<file path="config.mk">
export PLATFORM = sky130hd
export DESIGN_NAME = lfu_cache_controller
export DESIGN_NICKNAME = d
export VERILOG_FILES = /design/src/lfu_pkg.sv /design/src/lfu_ctrl.sv /design/src/lfu_datapath.sv /design/src/lfu_cache_controller.sv
export SDC_FILE = /design/constraint.sdc
export NUM_CORES = 2
export LEC_CHECK = 0
export BUFFER_PORTS_ARGS = -buffer_cell sky130_fd_sc_hd__buf_2
export CAP_MARGIN = 20
export CORE_MARGIN = 2
export CORE_UTILIZATION = 51
export DETAILED_ROUTE_END_ITERATION = 7
export GPL_ROUTABILITY_DRIVEN = 0
export PLACE_DENSITY_LB_ADDON = 0.15
export SYNTH_ARGS = -nofsm -noshare
export SYNTH_HDL_FRONTEND = slang
export SYNTH_SLANG_ARGS = --single-unit
</file>
<file path="constraint.sdc">
create_clock -name clk -period 18.75 [get_ports clk]
set_input_delay 1.875 -clock clk [delete_from_list [all_inputs] [get_ports clk]]
set_output_delay 1.875 -clock clk [all_outputs]
set_load 0.02 [all_outputs]
</file>
<file path="src/lfu_pkg.sv">
// lfu_pkg: shared types and constants for the LFU cache controller.
// Used by lfu_ctrl, lfu_datapath and the top level lfu_cache_controller.
`default_nettype none
package lfu_pkg;
	localparam int unsigned EntriesDefault = 16;
	localparam int unsigned CapW = 5;
	localparam int unsigned DataW = 32;
	localparam int unsigned StampW = 64;
	localparam logic [CapW-1:0] CapResetVal = 5'd16;
	localparam logic [DataW-1:0] CeilResetVal = 32'hFFFF_FFFF;
	localparam logic [DataW-1:0] MissValue = 32'hFFFF_FFFF;

	typedef enum logic [0:0] {
		REG_CAPACITY = 1'b0,
		REG_CEILING  = 1'b1
	} reg_idx_t;

	typedef enum logic [0:0] {
		CMD_GET = 1'b0,
		CMD_PUT = 1'b1
	} cmd_t;

	// controller -> datapath
	typedef struct packed {
		logic load;     // capture request, start lookup/victim search
		logic commit;   // apply state update and build result
	} dp_cmd_t;

	// datapath -> controller
	typedef struct packed {
		logic dummy;
	} dp_stat_t;
endpackage
`default_nettype wire

</file>
<file path="src/lfu_ctrl.sv">
// lfu_ctrl: request sequencer for the LFU cache (load, commit, hold result).
// Depends on lfu_pkg.
`default_nettype none
module lfu_ctrl (
	input  wire logic            clk,
	input  wire logic            arst_n,
	input  wire logic            in_valid,
	output logic                 in_ready,
	output logic                 out_valid,
	input  wire logic            out_ready,
	output lfu_pkg::dp_cmd_t     cmd
);
	import lfu_pkg::*;

	typedef enum logic [2:0] {
		ST_IDLE   = 3'b001,
		ST_SEARCH = 3'b010,
		ST_DONE   = 3'b100
	} state_t;

	state_t state_q, state_d;
	logic out_valid_q;

	// a new request may enter while the last result still waits in its register
	// only once it has been taken; one item in flight at a time
	assign in_ready  = (state_q == ST_IDLE) && (!out_valid_q || out_ready);
	assign out_valid = out_valid_q;
	assign cmd.load   = in_valid && in_ready;
	assign cmd.commit = (state_q == ST_SEARCH);

	always_comb begin
		state_d = state_q;
		case (state_q)
			ST_IDLE:   if (cmd.load) state_d = ST_SEARCH;
			ST_SEARCH: state_d = ST_DONE;
			ST_DONE:   state_d = ST_IDLE;
			default:   state_d = ST_IDLE;
		endcase
	end

	always_ff @(posedge clk or negedge arst_n) begin
		if (!arst_n) begin
			state_q     <= ST_IDLE;
			out_valid_q <= 1'b0;
		end else begin
			state_q <= state_d;
			if (cmd.commit) out_valid_q <= 1'b1;
			else if (out_ready) out_valid_q <= 1'b0;
		end
	end
endmodule
`default_nettype wire

</file>
<file path="src/lfu_datapath.sv">
// lfu_datapath: entry storage, key match, registered victim search and update.
// Depends on lfu_pkg.
`default_nettype none
module lfu_datapath #(
	parameter int unsigned ENTRIES = lfu_pkg::EntriesDefault
) (
	input  wire logic                        clk,
	input  wire logic                        arst_n,
	input  wire lfu_pkg::dp_cmd_t            cmd,
	input  wire logic                        cfg_we,
	input  wire logic                        cfg_idx,
	input  wire logic [lfu_pkg::DataW-1:0]   cfg_data,
	input  wire logic                        req_cmd,
	input  wire logic [lfu_pkg::DataW-1:0]   req_key,
	input  wire logic [lfu_pkg::DataW-1:0]   req_value,
	output logic                             res_hit,
	output logic [lfu_pkg::DataW-1:0]        res_read_value,
	output logic                             res_evicted,
	output logic [lfu_pkg::DataW-1:0]        res_evicted_key,
	output logic [lfu_pkg::CapW-1:0]         res_occupancy
);
	import lfu_pkg::*;

	localparam int unsigned IdxW = (ENTRIES > 1) ? $clog2(ENTRIES) : 1;
	localparam int unsigned CntW = $clog2(ENTRIES + 1);
	localparam int unsigned CmpW = ((CntW > CapW) ? CntW : CapW) + 1;
	localparam int unsigned Leaves = 1 << IdxW;
	localparam int unsigned Nodes = 2 * Leaves - 1;

	logic [CapW-1:0]   cap_q;
	logic [DataW-1:0]  ceil_q;
	logic [ENTRIES-1:0] valid_q;
	logic [DataW-1:0]  key_q   [ENTRIES];
	logic [DataW-1:0]  value_q [ENTRIES];
	logic [DataW-1:0]  count_q [ENTRIES];
	logic [StampW-1:0] stamp_q [ENTRIES];
	logic [StampW-1:0] clock_q;
	logic [CntW-1:0]   resident_q;

	logic              cmd_s1;
	logic [DataW-1:0]  key_s1, value_s1;
	logic              hit_s1, victim_ok_s1, free_ok_s1;
	logic [IdxW-1:0]   hit_idx_s1, victim_s1, free_s1;
	logic [CntW-1:0]   resident_s1;

	// config registers
	always_ff @(posedge clk or negedge arst_n) begin
		if (!arst_n) begin
			cap_q  <= CapResetVal;
			ceil_q <= CeilResetVal;
		end else if (cfg_we) begin
			if (cfg_idx == REG_CAPACITY) cap_q <= cfg_data[CapW-1:0];
			else ceil_q <= cfg_data;
		end
	end

	// match and free search on stored state (stable while idle)
	logic              hit_c, victim_ok_c, free_ok_c;
	logic [IdxW-1:0]   hit_idx_c, victim_c, free_c;
	always_comb begin
		hit_c = 1'b0; hit_idx_c = '0;
		free_ok_c = 1'b0; free_c = '0;
		for (int i = ENTRIES - 1; i >= 0; i--) begin
			if (valid_q[i] && key_q[i] == req_key) begin
				hit_c = 1'b1; hit_idx_c = IdxW'(i);
			end
			if (!valid_q[i]) begin
				free_ok_c = 1'b1; free_c = IdxW'(i);
			end
		end
	end

	// victim tree: lowest count, then oldest stamp, lower index on equal
	logic              vt_ok    [Nodes];
	logic [IdxW-1:0]   vt_idx   [Nodes];
	logic [DataW-1:0]  vt_cnt   [Nodes];
	logic [StampW-1:0] vt_stamp [Nodes];
	logic              vt_right;
	always_comb begin
		vt_right = 1'b0;
		for (int i = 0; i < Leaves; i++) begin
			vt_ok[Leaves-1+i]    = (i < ENTRIES) && valid_q[IdxW'(i)];
			vt_idx[Leaves-1+i]   = IdxW'(i);
			vt_cnt[Leaves-1+i]   = (i < ENTRIES) ? count_q[IdxW'(i)] : '0;
			vt_stamp[Leaves-1+i] = (i < ENTRIES) ? stamp_q[IdxW'(i)] : '0;
		end
		for (int n = Leaves - 2; n >= 0; n--) begin
			vt_right = vt_ok[2*n+2] && (!vt_ok[2*n+1] ||
				vt_cnt[2*n+2] < vt_cnt[2*n+1] ||
				(vt_cnt[2*n+2] == vt_cnt[2*n+1] && vt_stamp[2*n+2] < vt_stamp[2*n+1]));
			vt_ok[n]    = vt_ok[2*n+1] || vt_ok[2*n+2];
			vt_idx[n]   = vt_right ? vt_idx[2*n+2] : vt_idx[2*n+1];
			vt_cnt[n]   = vt_right ? vt_cnt[2*n+2] : vt_cnt[2*n+1];
			vt_stamp[n] = vt_right ? vt_stamp[2*n+2] : vt_stamp[2*n+1];
		end
		victim_ok_c = vt_ok[0];
		victim_c    = vt_idx[0];
	end

	// stage 1: capture request and search results
	always_ff @(posedge clk) begin
		if (cmd.load) begin
			cmd_s1       <= req_cmd;
			key_s1       <= req_key;
			value_s1     <= req_value;
			hit_s1       <= hit_c;
			hit_idx_s1   <= hit_idx_c;
			victim_ok_s1 <= victim_ok_c;
			victim_s1    <= victim_c;
			free_ok_s1   <= free_ok_c;
			free_s1      <= free_c;
			resident_s1  <= resident_q;
		end
	end

	// capacity clipped to entry count
	logic [CmpW-1:0] cap_eff;
	assign cap_eff = (CmpW'(cap_q) > CmpW'(ENTRIES)) ? CmpW'(ENTRIES) : CmpW'(cap_q);
	logic [DataW-1:0] ceil_eff;
	assign ceil_eff = (ceil_q == '0) ? DataW'(1) : ceil_q;

	// after an eviction the new key takes the lowest free slot, victim included
	logic full, do_evict, do_insert;
	logic [IdxW-1:0] ins_idx;
	assign full      = CmpW'(resident_s1) >= cap_eff;
	assign do_evict  = (cmd_s1 == CMD_PUT) && (cap_eff != '0) && !hit_s1 && full && victim_ok_s1;
	assign ins_idx   = (do_evict && !(free_ok_s1 && free_s1 < victim_s1)) ? victim_s1 : free_s1;
	assign do_insert = (cmd_s1 == CMD_PUT) && (cap_eff != '0) && !hit_s1 &&
		(do_evict || free_ok_s1);

	// state update
	always_ff @(posedge clk or negedge arst_n) begin
		if (!arst_n) begin
			valid_q    <= '0;
			clock_q    <= '0;
			resident_q <= '0;
		end else if (cmd.commit) begin
			if (hit_s1 && (cmd_s1 == CMD_GET || cap_eff != '0)) begin
				clock_q <= clock_q + StampW'(1);
			end else if (do_insert) begin
				if (do_evict && ins_idx != victim_s1) valid_q[victim_s1] <= 1'b0;
				valid_q[ins_idx] <= 1'b1;
				clock_q <= clock_q + StampW'(1);
				if (!do_evict) resident_q <= resident_q + CntW'(1);
			end
		end
	end

	always_ff @(posedge clk) begin
		if (cmd.commit) begin
			if (hit_s1 && (cmd_s1 == CMD_GET || cap_eff != '0)) begin
				if (count_q[hit_idx_s1] < ceil_eff)
					count_q[hit_idx_s1] <= count_q[hit_idx_s1] + DataW'(1);
				stamp_q[hit_idx_s1] <= clock_q;
				if (cmd_s1 == CMD_PUT) value_q[hit_idx_s1] <= value_s1;
			end else if (do_insert) begin
				key_q[ins_idx]   <= key_s1;
				value_q[ins_idx] <= value_s1;
				count_q[ins_idx] <= DataW'(1);
				stamp_q[ins_idx] <= clock_q;
			end
		end
	end

	// result register
	always_ff @(posedge clk) begin
		if (cmd.commit) begin
			res_hit         <= hit_s1;
			res_read_value  <= (cmd_s1 == CMD_GET && hit_s1) ? value_q[hit_idx_s1] : MissValue;
			res_evicted     <= do_evict;
			res_evicted_key <= do_evict ? key_q[victim_s1] : '0;
			res_occupancy   <= CapW'(resident_s1 +
				((do_insert && !do_evict) ? CntW'(1) : CntW'(0)));
		end
	end
endmodule
`default_nettype wire

</file>
<file path="src/lfu_cache_controller.sv">
// lfu_cache_controller: top level of the LFU cache (LRU tie-break).
// Depends on lfu_pkg, lfu_ctrl, lfu_datapath.
//
// channel  | dir | handshake              | payload
// s_axis   | in  | s_axis_tvalid/tready   | tdata[63:0]: key, write_value; tuser: command
// m_axis   | out | m_axis_tvalid/tready   | tdata[71:0]: read_value, evicted_key, occupancy, pad;
//          |     |                        | tuser[1:0]: hit, evicted
// cfg      | in  | cfg_valid/cfg_ready    | cfg_index, cfg_data
//
// One request at a time, in steps: accept/search, commit, result handoff.
// Key match and LFU/LRU victim choice run over all entries against stored state.
// Reset clears valid bits, touch clock and occupancy at once; no clearing pass.
// A waiting result holds the next request until it is taken.
`default_nettype none
module lfu_cache_controller #(
	parameter int unsigned ENTRIES = lfu_pkg::EntriesDefault
) (
	input  wire logic         clk,
	input  wire logic         arst_n,
	input  wire logic         s_axis_tvalid,
	output logic              s_axis_tready,
	input  wire logic [63:0]  s_axis_tdata,   // key[31:0], write_value[63:32]
	input  wire logic         s_axis_tuser,   // command
	output logic              m_axis_tvalid,
	input  wire logic         m_axis_tready,
	output logic [71:0]       m_axis_tdata,   // read_value, evicted_key, occupancy[68:64]
	output logic [1:0]        m_axis_tuser,   // hit, evicted
	input  wire logic         cfg_valid,
	output logic              cfg_ready,
	input  wire logic         cfg_index,
	input  wire logic [31:0]  cfg_data
);
	import lfu_pkg::*;

	dp_cmd_t cmd;
	logic hit, evicted;
	logic [DataW-1:0] rv, evk;
	logic [CapW-1:0] occ;

	assign cfg_ready = 1'b1;

	lfu_ctrl u_ctrl (
		.clk, .arst_n,
		.in_valid (s_axis_tvalid), .in_ready (s_axis_tready),
		.out_valid(m_axis_tvalid), .out_ready(m_axis_tready),
		.cmd
	);

	lfu_datapath #(.ENTRIES(ENTRIES)) u_dp (
		.clk, .arst_n, .cmd,
		.cfg_we   (cfg_valid), .cfg_idx(cfg_index), .cfg_data,
		.req_cmd  (s_axis_tuser),
		.req_key  (s_axis_tdata[31:0]),
		.req_value(s_axis_tdata[63:32]),
		.res_hit(hit), .res_read_value(rv), .res_evicted(evicted),
		.res_evicted_key(evk), .res_occupancy(occ)
	);

	assign m_axis_tdata = {3'b000, occ, evk, rv};
	assign m_axis_tuser = {evicted, hit};
endmodule
`default_nettype wire

</file>
Word-level counts from Yosys, hierarchy flattened
Memories as Yosys holds them, arrays and structs flattened. A register that Yosys moved wholly into a read port is not among the register bits.
Cells that the tools add are included.
W data, S select, Z words.
{"block": "totals", "register_bits": 217, "ramBits": 2560, "in_bits": 103, "memories": 4}
{"memory": "u_dp.stamp_q", "depth": 16, "word_bits": 64, "rd": 8, "rd_clocked_by_memory_dff": 0, "write_ports": 1, "line_no": "lfu_datapath.sv:36", "text": "logic [StampW-1:0] stamp_q [ENTRIES];"}
{"memory": "u_dp.count_q", "depth": 16, "word_bits": 32, "rd": 9, "rd_clocked_by_memory_dff": 0, "write_ports": 1, "line_no": "lfu_datapath.sv:35", "text": "logic [DataW-1:0] count_q [ENTRIES];"}
{"memory": "u_dp.key_q", "depth": 16, "word_bits": 32, "rd": 17, "rd_clocked_by_memory_dff": 1, "write_ports": 1, "line_no": "lfu_datapath.sv:33", "text": "logic [DataW-1:0] key_q [ENTRIES];"}
{"memory": "u_dp.value_q", "depth": 16, "word_bits": 32, "rd": 1, "rd_clocked_by_memory_dff": 1, "write_ports": 1, "line_no": "lfu_datapath.sv:34", "text": "logic [DataW-1:0] value_q [ENTRIES];"}
{"block": "classes", "addsub": 4, "magnitude_cmp": 22, "eq_ne": 27, "muxes": 93, "bitwise_logic": 7, "n_reduce_logical": 100}
{"cell": "$eq A32 B32 Y1", "count": 23}
{"cell": "$mux W64", "count": 9}
{"cell": "$lt A64 B64 Y1", "count": 7}
{"cell": "$mux W32", "count": 9}
{"cell": "$lt A32 B32 Y1", "count": 8}
{"cell": "$mux W4", "count": 23}
{"cell": "$add A64 B1 Y64 const B", "count": 1}
{"cell": "$mux W16", "count": 4}
{"cell": "$reduce_or A32 Y1", "count": 2}
{"cell": "$reduce_or A64 Y1", "count": 1}
{"cell": "$logic_and A1 B1 Y1", "count": 44}
{"cell": "$add A32 B1 Y32 const B", "count": 1}
{"cell": "$logic_not A32 Y1", "count": 1}
{"cell": "$mux W1", "count": 31}
{"cell": "$mux W3", "count": 9}
{"cell": "$logic_or A1 B1 Y1", "count": 23}
{"cell": "$and A16 B16 Y16", "count": 1}
{"cell": "$not A16 Y16", "count": 1}
{"cell": "$or A16 B16 Y16", "count": 1}
{"cell": "$reduce_and A15 Y1", "count": 1}
{"cell": "$reduce_or A15 Y1", "count": 1}
{"cell": "$logic_not A1 Y1", "count": 13}
{"cell": "$lt A4 B5 Y1 const B", "count": 2}
{"cell": "$demux W1 S4", "count": 2}
{"cell": "23 further kinds", "count": 35}

Depth between registers and ports, before layout
An unclocked memory read counts as a cell.
{"block": "depth", "depth_word": 18, "ltp_mapped": 41, "mapped_depth_nobuf": 36}

Modules after synthesis
From an unflattened synthesis, not the netlist that was laid out.
{"block": "unflattened", "hier_cells": 7579, "hier_area_um2": 111715.9}
{"mod": "lfu_datapath", "n_inst": 1, "cells_per_inst": 7556, "area_per_inst_um2": 111476.9, "seq_area_each_um2": 69217.6}
{"mod": "lfu_ctrl", "n_inst": 1, "cells_per_inst": 15, "area_per_inst_um2": 186.4, "seq_area_each_um2": 101.3}
{"mod": "lfu_cache_controller", "n_inst": 1, "cells_per_inst": 8, "area_per_inst_um2": 52.6, "seq_area_each_um2": 0.0}

Least setup slack after synthesis
Ideal clock, no wire load.
{"block": "synth_timing", "path_kind": "reg2reg", "startpoint": "register u_ctrl.state_q[2]", "endpoint": "memory u_dp.stamp_q[5][0] (enable)", "setup_ps": 565, "t_arrival_ps": 8892, "required_time_ps": 18185, "setup_slack_ps": 9294, "stages_incl_launch_ff": 8, "path_buffers": 1, "cell_sequence": "dfrtp_1 -> nor3b_2 -> and3_1 -> nor2_1 -> a31oi_1 -> nand3_1 -> clkbuf_1 -> nor3_1"}
{"element": "start: declaration", "line_no": "lfu_ctrl.sv:21", "text": "state_t state_q, state_d;"}
{"element": "start signal: assignment", "line_no": "lfu_ctrl.sv:46", "text": "state_q <= state_d;"}
{"element": "end: declaration", "line_no": "lfu_datapath.sv:36"}

==> impl_results.md <==
- Status: finished clean
- Mean Syn Cell Area: 15.1 um^2
- Starting density of the core: 51.4%
- Tot Pwr: 14.8 mW
- Worst setup path class: reg2reg
- Clock root cell: clkbuf_16
- RSZ-0062 raised after global routing: false
- # DRC: 0
- WL/cell: 29.7 um
- Cts hold-fix bufs: 0
- CORE AREA: 217000 um^2
- Synth Warn #: 0
- Final period demand of the worst path: 12.64 ns
- Layout cells sized above 1: 18.2%
- CP Data Required Time: 19.34 ns
- Cts bufs inserted: 237
- Final Worst Setup Slack: 6.11 ns
- HPWL after DPL: 218000 um
- Final hold vios: 0
- Hold/Removal Path Class: reg2reg
- Period utilization: 67.4%
- Reg clk slew, reported paths: 0.06 ns
- Max Root-Sink Buffers: 3
- Main flop type after synthesis: edfxtp_1
- Setup crit start kind: register
- CTS H-tree lvls: 4
- Mapped Area: 112000 um^2
- Antenna viol nets, final: 0
- Clk_lat worst skew: 0.91 ns
- Pre-CTS setup slack: 6.49 ns
- Internal power: 10.3 mW
- DR WL met3: 21600 um
- Starting DRT DRC Count: 7420
- Vias in the first global route: 66100
- Crit path max-delay cell type: nor4_1
- Routed WL: 320000 um
- GRT Total Usage: 28.6%
- Logic pwr share: 23.1%
- Clock power frac: 33.2%
- Worst slew pin tran: 1.29 ns
- Pleak: 45.3 nW
- Pwr/cell area: 119 nW/um^2
- Uppermost layer routed: met5
- Via count: 66700
- Aggregate global routing overflow: 0
- # nets final: 8519
- Cell taking the most area after synthesis: edfxtp_1
- Final number of max-transition violations: 0
- Fin Setup TNS: 0 ns
- Synth Register Bits: 2328
- Number of distinct library cells after synthesis: 83
- Routed vias/inst: 6.19
- Largest net degree at the start of global routing: 81
- Sink Count: 2328
- Die footprint: 223000 um^2
- Register area share after synthesis: 62.1%
- Sw frac: 30.4%
- Top-area cell type share of the netlist area: 59.2%
- Filler instances: 17000
- Sequential power share: 43.7%
- Finished Layout Cells: 10800
- Most common cell in the netlist: edfxtp_1
- Final instance area: 125000 um^2
- MaxCap Viol Count: 0
- Arrival @ worst endpoint: 13.24 ns
- Initial antenna violation count: 19
- Multi-input logic area: 39800 um^2
- Crit-path max cell delay: 0.89 ns
- Cell Area, Placed: 116000 um^2
- Synth-to-Final Area Change: 11.8%
- PortBufs: 175
- Clock Skews: 0.0889 ns
- Worst r2r path cells: 32
- CP max FO: 62
- Drt pass-1 iters: 8
- Ys async rst share: 5.41%
- CTS tree: done
- Post-Syn Instances: 7415
- Finish-stage setup viols: 0
- Synth area leaders: edfxtp_1 59%, ha_1 7.9%, mux4_2 7.7%, xnor2_1 3.3%, mux2_2 2.3%
- WHS Path Cells: 0
- First-pass GRT wire length: 462000 um
- Synth top cells by count: 2202 x edfxtp_1, 708 x ha_1, 450 x inv_1
- Row count: 171
- Wl on met1: 129000 um
- Maximum clock rate: 79.1 MHz
- # IOs: 180
- PostCTS Resize Cnt: 0
- Post-CTS setup buffers: 0
- Die H: 472 um
- Die Span X: 472 um
- CP Capture Type: register
- Cells after DPL: 10300
- Max VDD drop: 0.000198 V
- Sequential Area: 69300 um^2
- Sw power: 4.50 mW
- WL met2: 155000 um
- Slew headroom: 14.3%
- Number of synthesized flops with an enable pin: 2202
-- power by group through the flow --
stage	clock network [mW]	registers, mW	logic [mW]
floorplan	0	6.43	2.27
global placement	0	6.56	3.30
detailed placement	0	6.57	3.36
CTS	4.99	6.47	3.38
global route	5.18	6.48	3.68
finish	4.92	6.47	3.42
-- worst max-delay path: cells and delay by family (launching register included) --
family,cells,cell delay [ns]
AO/OA/AOI/OAI,12,3.52
adder cells (fa/ha/maj),3,1.19
buffers and inverters,3,1.80
flip-flops,1,0.42
multiplexers,2,0.48
AND/OR/NAND/NOR,12,4.80
-- flip-flops by register name, summed over array words and instances, names as in the netlist, 16 cells and up --
| signal | cells |
|---|---|
| u_dp.res_evicted_key | 32 |
| u_dp.value_q | 512 |
| u_dp.key_q | 512 |
| u_dp.value_s1 | 32 |
| u_dp.ceil_q | 32 |
| u_dp.res_read_value | 32 |
| u_dp.count_q | 512 |
| u_dp.key_s1 | 32 |
| u_dp.clock_q | 64 |
| u_dp.stamp_q | 512 |
| u_dp.valid_q | 16 |
-- logic make-up (layout without fill, tap and decap cells) --
| kind of cell | Yosys count | count (layout) | synth area share (%) |
|---|---|---|---|
| multiplexers | 809 | 809 | 11.8 |
| other | 2 | 8 | 0.00673 |
| buffers and inverters | 730 | 1234 | 2.66 |
| flip-flops | 2328 | 2328 | 62.1 |
| AO/OA/AOI/OAI | 873 | 873 | 4.61 |
| XOR/XNOR | 610 | 610 | 4.79 |
| adder cells (fa/ha/maj) | 708 | 708 | 7.94 |
| AND/OR/NAND/NOR | 1355 | 1355 | 6.08 |
-- metrics by stage --
step | utilization, % | hold slack [ns]
2_1_floorplan | - | 0.441
3_3_place_gp | 53.5 | 0.460
3_5_place_dp | 53.5 | 0.474
4_1_cts | 57.3 | 0.472
5_1_grt | 57.4 | 0.490
6_report | 57.4 | 0.468
-- cells in the final DEF, fill, tap and decap left out, types with 91 or more instances in the layout --
cell and instances:
edfxtp_1 2202, ha_1 708, inv_1 450, xnor2_1 418, mux4_2 384, nand2_1 357, a21oi_1 349, nor2_1 245
clkbuf_16 242, mux2_2 229, nand4_1 212, mux2i_1 195, xor2_1 192, buf_2 179, o21ai_0 159, buf_4 141
nand3_1 120, dfrtp_1 92, o21ai_1 91
-- path summary, 6_finish.rpt --
kind,startpoint,endpoint,slack (ns)
hold reg to reg,u_dp.resident_q[4],u_dp.resident_s1[4],0.47
max in group asynchronous,arst_n,u_ctrl.out_valid,16.30
hold / removal,u_dp.resident_q[4],u_dp.resident_s1[4],0.47
min in group asynchronous,arst_n,u_dp.clock_q[38],0.99
setup reg to reg,u_dp.count_q[5][29],u_dp.victim_s1[1],6.11
setup / recovery,u_dp.count_q[5][29],u_dp.victim_s1[1],6.11
-- area by class of cell --
class / count / area share, %
multi-input cells: 4359 / 31.9
flip-flops and latches: 2328 / 55.6
repair buffers: 331 / 1.70
diodes: 4 / 0.00802
well taps: 2854 / 2.86
clock buffers: 311 / 5.16
inverters: 451 / 1.36
clock inverters: 141 / 1.41
-- layer usage --
layer  vias up  track usage [%]
met4        10             12.2
met3       615             4.04
li1      29100                -
met5         -                0
met2      2697             47.1
met1     34300             38.1
Note: power is estimated with default switching activity, not from simulation.
